--- config.mk ---
export PLATFORM = sky130hd
export DESIGN_NAME = wvm_mac
export DESIGN_NICKNAME = d
export VERILOG_FILES = /design/src/hdl/wvm_pkg.sv /design/src/hdl/wvm_mac.sv
export SDC_FILE = /design/constraint.sdc
export NUM_CORES = 1
export LEC_CHECK = 0
export ABC_AREA = 1
export BUFFER_PORTS_ARGS = -buffer_cell sky130_fd_sc_hd__buf_2
export CORE_ASPECT_RATIO = 2
export CORE_MARGIN = 1
export CORE_UTILIZATION = 55
export DETAILED_ROUTE_END_ITERATION = 8
export HOLD_SLACK_MARGIN = 0.05
export PLACE_DENSITY = 0.83
export SYNTH_ARGS = -nofsm -noshare
export SYNTH_HDL_FRONTEND = slang
export SYNTH_SLANG_ARGS = --single-unit
--- constraint.sdc ---
create_clock -name clk -period 10.7 [get_ports clk]
set_clock_uncertainty 0.2 [all_clocks]
set_input_delay 0.535 -clock clk [delete_from_list [all_inputs] [get_ports clk]]
set_output_delay 0.535 -clock clk [all_outputs]
set_load 0.005 [all_outputs]
--- src/hdl/wvm_pkg.sv ---
// ----------------------------------------------------------------------------
// wvm_pkg
// Shared constants, request codes and control types of the wavetable voice
// mixer.
// ----------------------------------------------------------------------------
package wvm_pkg;

  localparam int VOICES      = 8;
  localparam int TABLE_SIZE  = 2048;
  localparam int PHASE_SHIFT = 21;
  localparam int TABLE_COUNT = 4;
  localparam int DAC_MID     = 2048;
  localparam int DAC_MAX     = 4095;

  localparam int OP_W    = 2;
  localparam int VOICE_W = 3;
  localparam int STEP_W  = 32;
  localparam int GAIN_W  = 16;
  localparam int WAVE_W  = 3;
  localparam int SEL_W   = 2;
  localparam int INDEX_W = 11;
  localparam int WORD_W  = 16;
  localparam int DAC_W   = 12;

  localparam int VIDX_W      = (VOICES > 1) ? $clog2(VOICES) : 1;
  localparam int TIDX_W      = $clog2(TABLE_SIZE);
  localparam int ADDR_W      = $clog2(TABLE_COUNT * TABLE_SIZE);
  localparam int SCALE_SHIFT = 12;
  localparam int PROD_W      = WORD_W + GAIN_W + 1;
  localparam int TERM_W      = PROD_W - SCALE_SHIFT;
  localparam int MIX_W       = TERM_W + VIDX_W + 1;
  localparam int NOISE_BITS  = 12;

  localparam logic [WAVE_W-1:0] NOISE_WAVE = WAVE_W'(4);
  localparam logic [31:0]       NOISE_SEED = 32'h0000_ACE1;

  typedef enum logic [OP_W-1:0] {
    OP_NOTE_ON     = 2'd0,
    OP_NOTE_OFF    = 2'd1,
    OP_TICK        = 2'd2,
    OP_TABLE_WRITE = 2'd3
  } op_t;

  typedef struct packed {
    logic clear;
    logic mul_en;
    logic acc_en;
  } mac_ctrl_t;

endpackage

--- src/hdl/wvm_mac.sv ---
// ----------------------------------------------------------------------------
// wvm_mac
// Shared multiply-accumulate: scales one voice sample by its gain, floors by
// 2^12 into the mix, and offsets and clamps the mix for the DAC.
// ----------------------------------------------------------------------------
module wvm_mac (
  input  logic                               clk,
  input  wvm_pkg::mac_ctrl_t                 ctrl,
  input  logic signed [wvm_pkg::WORD_W-1:0]  sample,
  input  logic [wvm_pkg::GAIN_W-1:0]         gain,
  output logic [wvm_pkg::DAC_W-1:0]          dac
);
  import wvm_pkg::*;

  logic signed [GAIN_W:0]   gain_s;
  logic signed [PROD_W-1:0] prod;
  logic signed [MIX_W-1:0]  acc;
  logic signed [MIX_W:0]    sum;
  logic signed [MIX_W:0]    clamped;

  assign gain_s = $signed({1'b0, gain});

  always_ff @(posedge clk) begin
    if (ctrl.mul_en) begin
      prod <= sample * gain_s;
    end
    if (ctrl.clear) begin
      acc <= '0;
    end else if (ctrl.acc_en) begin
      acc <= acc + MIX_W'(prod >>> SCALE_SHIFT);
    end
  end

  always_comb begin
    sum = (MIX_W + 1)'(acc) + (MIX_W + 1)'(DAC_MID);
    if (sum < 0) begin
      clamped = '0;
    end else if (sum > DAC_MAX) begin
      clamped = (MIX_W + 1)'(DAC_MAX);
    end else begin
      clamped = sum;
    end
  end

  assign dac = clamped[DAC_W-1:0];

endmodule
==> results of run 1 <==
final cells by class:
class | instances | share of cell area, %
Multi-Input combinational cell | 1223 | 71.9
Sequential cell | 46 | 8.43
Timing Repair Buffer | 47 | 1.75
Clock inverter | 2 | 0.280
Tap cell | 283 | 2.64
Inverter | 502 | 14.0
Clock buffer | 6 | 0.961
Yosys cell counts:
master	n	area share, %
nor2_1	111	3.2
nor3_1	12	0.46
nand3_2	11	0.85
buf_6	2	0.17
fa_1	194	30
buf_2	1	0.039
and3_1	1	0.048
xnor2_1	7	0.47
a21o_1	6	0.35
inv_1	494	14
nor2_2	5	0.24
nand3b_1	3	0.17
a21boi_1	1	0.058
or2_2	4	0.19
o21bai_1	10	0.58
dfxtp_1	25	3.9
nor4_1	2	0.097
a21oi_1	75	2.9
a211oi_1	1	0.058
clkbuf_1	64	1.9
a31oi_1	1	0.048
o21ai_1	19	0.74
nand3_1	50	1.9
buf_1	1	0.029
ha_1	144	14
xor2_1	18	1.2
o211ai_1	4	0.23
edfxtp_1	21	4.9
nand4_1	15	0.73
o31ai_1	1	0.058
a21oi_2	1	0.068
and2_1	1	0.048
nand2_2	2	0.097
nand2_1	484	14
or2_1	3	0.15
inv_2	8	0.23
o21ai_0	34	1.3
o21ai_2	3	0.20
worst register-to-register path, stage by stage (launching register included):
cell and delay (ns):
edfxtp_1 0.43, ha_1 0.37, nand2_1 0.19, inv_1 0.06, a21oi_1 0.44, nand2_1 0.35
nand2_1 0.14, o211ai_1 0.14, nand2_1 0.09, nand2_1 0.05, o21ai_1 0.13, inv_1 0.05
flip-flops by register name, summed over array words and instances (netlist names):
signal,cells
prod,21
acc,25
path summary, 6_finish.rpt:
kind	from	endpoint	slack (ns)	cells past startpoint
worst max-delay path	sample[15]	prod[27]$_DFFE_PP_	4.26	20
worst min register to register	acc[1]$_SDFFE_PP0P_	acc[1]$_SDFFE_PP0P_	0.31	2
worst min-delay path	acc[1]$_SDFFE_PP0P_	acc[1]$_SDFFE_PP0P_	0.31	2
worst max register to register	prod[18]$_DFFE_PP_	acc[15]$_SDFFE_PP0P_	7.97	11
per-stage QoR:
step                hold slack (ns)  instances  instance area, um^2  util (%)  setup WS (ns)
global placement              0.285       2101                13200      57.3           4.05
CTS                           0.305       2109                13400      58.0           4.31
floorplan                     0.252       1839                12900         -           4.75
global route                  0.339       2109                13400      58.0           4.04
detailed placement            0.296       2101                13200      57.3           4.00
finish                        0.309       2109                13400      58.0           4.26
cells by family after synthesis:
family	share of synthesized area [%]
AOI/OAI and AO/OA	6.61
xor gates and xnor gates	1.69
adders and majority gates	44.0
buffers and inverters	16.7
DFF	8.75
and+or+nand+nor	22.3
per-layer routing:
layer	GRT usage, %	vias to the layer above
met5	0	-
met4	22.9	0
met3	2.87	161
met2	62.8	410
met1	27.8	5437
li1	-	5391
==> flow_summary.yaml, run 1 <==
final_layout:
  n_antenna_cell: 0
  drive_gt1_share_pct: 4.82
  area_delta_synth_final_pct: 3.75
  regArea_um2: 1130
  n_fill_cell: 2223
  multiInputGateArea_um2: 9640
  final_cell_mix: "inv_1 (494), nand2_1 (484), fa_1 (194), ha_1 (144), nor2_1 (111)"
  final_nets: 2199
  final_common_cell: "inv_1"
clocking:
  clkSinkCount: 46
  cts_buffers: 5
  cts.path.max_buffers: 2
  hold_buffers: 0
  cts_setup_buffers: 0
  cts_resized: 0
  clk_latency_ns: 0.30
  cts-root-buf: "clkbuf_16"
  cts_tree: "done"
  cts_max_level: 2
  clkSlewWorstSetupHoldPaths_ns: 0.07
flow_run:
  maxCapViolations: 0
drt:
  via_per_inst: 5.40
  top_layer_used: "met4"
  remaining_drc_errors: 2
  wl_met3_mm: 1.51
  drt_iter0_markers: 587
  wl_met1_mm: 11.3
  routed_wl_mm: 36.3
  wl_per_cell_um: 17.2
  num_vias: 11400
  route.met2.wl_mm: 20.5
  drt-pass1-iter-count: 7
  ant_nets: 0
sta:
  fin_tns_setup_ns: 0
  fin_crit_ns: 6.44
  report.final.slew_viol_count: 0
  hold_viol_final: 0
  max_freq_ghz: 0.155
  grt_setup_unrepaired: "false"
  slew_headroom_pct: 41.9
  setup_viol: 0
  tightest_slew_ns: 0.865
  post-route-period-util_pct: 60.2
setup_path:
  cp_top_family: "adder cells"
  path_class: "in -> reg"
  cp.required_ns: 10.56
  path_max_fanout: 17
  path_cells: "buf_2 > inv_1 > nor2_1 > fa_1 > fa_1 > fa_1 > fa_1 > fa_1 > inv_1 > fa_1 > inv_1 > ha_1 > nand2_1 > inv_1 > a21oi_1 > o21ai_0 > a21oi_1 > nand2_1 > nand2_1 > nand2_1"
  start_kind: "primary input"
  critPathBufInv: 5
  critPathMaxStageDelay_ns: 0.55
  crit_slowest_cell: "fa_1"
  cp.arrival_ns: 6.30
  endpoint_kind: "flip-flop"
  cpMostUsedCell: "fa_1"
grt:
  antenna_found_initial: 0
  grt_pass1_vias: 12000
  overflow: 0
  grt_pass1_wl_mm: 58.2
  grt_max_degree: 27
  grt.total_usage_pct: 31.1
synthesis:
  synth.avg_cell_area_um2: 7.03
  syn-instance-count: 1839
  syn-cell-area_um2: 12900
  synth_nets: 2213
  ys_ff_latch: 46
  ys_types: 38
  ys_warn_count: 0
  ys_seq_area_share_pct: 8.75
floorplanning:
  die_y_um: 219
  row_count: 79
  die_x_um: 110
  ioPinCount: 48
  start_util_pct: 55.9
  fp.dieArea_um2: 24200
  core-area_um2: 23100
placement:
  portBuffers: 47
  place_congestion: 1.01
  place_hpwl_mm: 31.0
status:
  status: "complete, but fails checks"
  violations: "DRC"
worst_hold_path:
  hold_class: "reg -> reg"
Power of run 1 is left out: the tool's default activity adds up to more than one toggle a clock period on the data nets, which glitch-free logic cannot reach.
==> inputs of run 2 (changes only) <==
==> constraint.sdc (replaced) <==
create_clock -name clk -period 6.3 [get_ports clk]
set_clock_uncertainty 0.2 [all_clocks]
set_input_delay 0.315 -clock clk [delete_from_list [all_inputs] [get_ports clk]]
set_output_delay 0.315 -clock clk [all_outputs]
set_load 0.005 [all_outputs]
==> run 2 against run 1 <==
Compared with the run above:
- the flow still finishes with violations (DRC)
- final cell count is 0.47% higher
- register-to-register slack got worse by 4.5 ns
- flip-flop and latch count stayed put
- first-iteration DRC count shrank 4.4%
- core utilization grew 0.32 points
- cell area is 0.56% higher
- global-route usage rose by 0.37 points
- die area unchanged
==> flow_summary.yaml, run 2 (synthesis results as in run 1) <==
status:
  status: "complete, but fails checks"
  violations: "DRC"
grt:
  grt.total_usage_pct: 31.4
  grt_pass1_wl_mm: 59.1
  grt_max_degree: 27
  overflow: 0
  antenna_found_initial: 0
  grt_pass1_vias: 12400
drt:
  wl_per_cell_um: 17.3
  via_per_inst: 5.45
  drt_iter0_markers: 561
  remaining_drc_errors: 2
  routed_wl_mm: 36.7
  drt-pass1-iter-count: 7
  ant_nets: 0
  num_vias: 11600
setup_path:
  cp_top_family: "adder cells"
  start_kind: "primary input"
  path_cells: "buf_2 > nand2_1 > fa_1 > inv_1 > fa_1 > fa_1 > fa_1 > fa_1 > inv_1 > fa_1 > inv_1 > ha_1 > nand2_1 > nor2_1 > inv_1 > o21ai_0 > a21oi_1 > nand3_1 > nand2_1"
  path_max_fanout: 16
  cp.arrival_ns: 5.97
  crit_slowest_cell: "fa_1"
  cpMostUsedCell: "fa_1"
  critPathMaxStageDelay_ns: 0.56
  cp.required_ns: 6.16
  path_class: "in -> reg"
  critPathBufInv: 5
  endpoint_kind: "flip-flop"
sta:
  tightest_slew_ns: 0.897
  grt_setup_unrepaired: "false"
  report.final.slew_viol_count: 0
  hold_viol_final: 0
  max_freq_ghz: 0.164
  slew_headroom_pct: 39.8
  fin_crit_ns: 6.11
  setup_viol: 0
  post-route-period-util_pct: 96.9
final_layout:
  multiInputGateArea_um2: 9640
  largest_reg_flops: 25
  fin_util_pct: 58.3
  drive_gt1_share_pct: 5.34
  final_common_cell: "inv_1"
  area_delta_synth_final_pct: 4.33
  final_cell_mix: "inv_1 (494), nand2_1 (484), fa_1 (194), ha_1 (144), nor2_1 (111)"
  top_regs: "acc: 25 flops, prod: 21 flops"
  n_fill_cell: 2173
  n_antenna_cell: 0
  top_register: "acc"
  regArea_um2: 1130
  final_nets: 2209
clocking:
  cts_resized: 0
  cts.path.max_buffers: 2
  cts_buffers: 5
  clkSinkCount: 46
  cts_tree: "done"
  cts_setup_buffers: 0
  clk_latency_ns: 0.30
  cts_max_level: 2
  clkSlewWorstSetupHoldPaths_ns: 0.07
  cts-root-buf: "clkbuf_16"
  hold_buffers: 0
flow_run:
  maxCapViolations: 0
worst_hold_path:
  hold_class: "reg -> reg"
placement:
  place_hpwl_mm: 31.3
  portBuffers: 47
  place_congestion: 1.02
floorplanning:
  core-area_um2: 23100
  fp.dieArea_um2: 24200
  row_count: 79
  die_y_um: 219
  die_x_um: 110
  start_util_pct: 55.9
  ioPinCount: 48
run 2: metrics by stage:
stage | hold WS (ns) | TNS, ns | worst slack (ns) | cell area (um^2) | std cells
final | 0.304 | 0 | 0.192 | 13500 | 2119
after global routing | 0.326 | 0 | 0.0827 | 13500 | 2119
after CTS | 0.297 | 0 | 0.264 | 13500 | 2119
after detailed placement | 0.286 | -0.0382 | -0.0382 | 13300 | 2111
after global placement | 0.285 | 0 | 0.0174 | 13300 | 2111
after floorplan | 0.227 | 0 | 0.570 | 12900 | 1839
run 2: area by class of cell:
| type | count | area share [%] |
|---|---|---|
| Tap cell | 283 | 2.63 |
| Multi-Input combinational cell | 1223 | 71.5 |
| Sequential cell | 46 | 8.39 |
| Timing Repair Buffer | 57 | 2.30 |
| Clock buffer | 6 | 0.955 |
| Clock inverter | 2 | 0.278 |
| Inverter | 502 | 14.0 |
run 2: per-layer routing:
layer  routed length (um)  up-vias  global-route usage, %  part of all wire (%)
li1                     -     5419                      -                     -
met1                11300     5443                   27.7                    31
met2                20000      472                   61.6                    55
met3                 1610      218                   2.76                   4.4
met4                 3800        0                   28.8                    10
met5                    0        -                      0                     0
run 2: tightest hold or removal path, delay by kind of cell, from the launching register on:
kind | cells | cell delay [ns]
and+or+nand+nor | 1 | 0.07
DFF | 1 | 0.34
AOI/OAI and AO/OA | 1 | 0.05
run 2: path summary, 6_finish.rpt:
path | startpoint | to | slack (ns) | cells past startpoint
min | acc[0]$_SDFFE_PP0P_ | acc[0]$_SDFFE_PP0P_ | 0.30 | 2
max | sample[10] | prod[28]$_DFFE_PP_ | 0.19 | 19
min reg2reg | acc[0]$_SDFFE_PP0P_ | acc[0]$_SDFFE_PP0P_ | 0.30 | 2
max reg2reg | prod[18]$_DFFE_PP_ | acc[15]$_SDFFE_PP0P_ | 3.48 | 11
Power of run 2 is left out for the same reason.
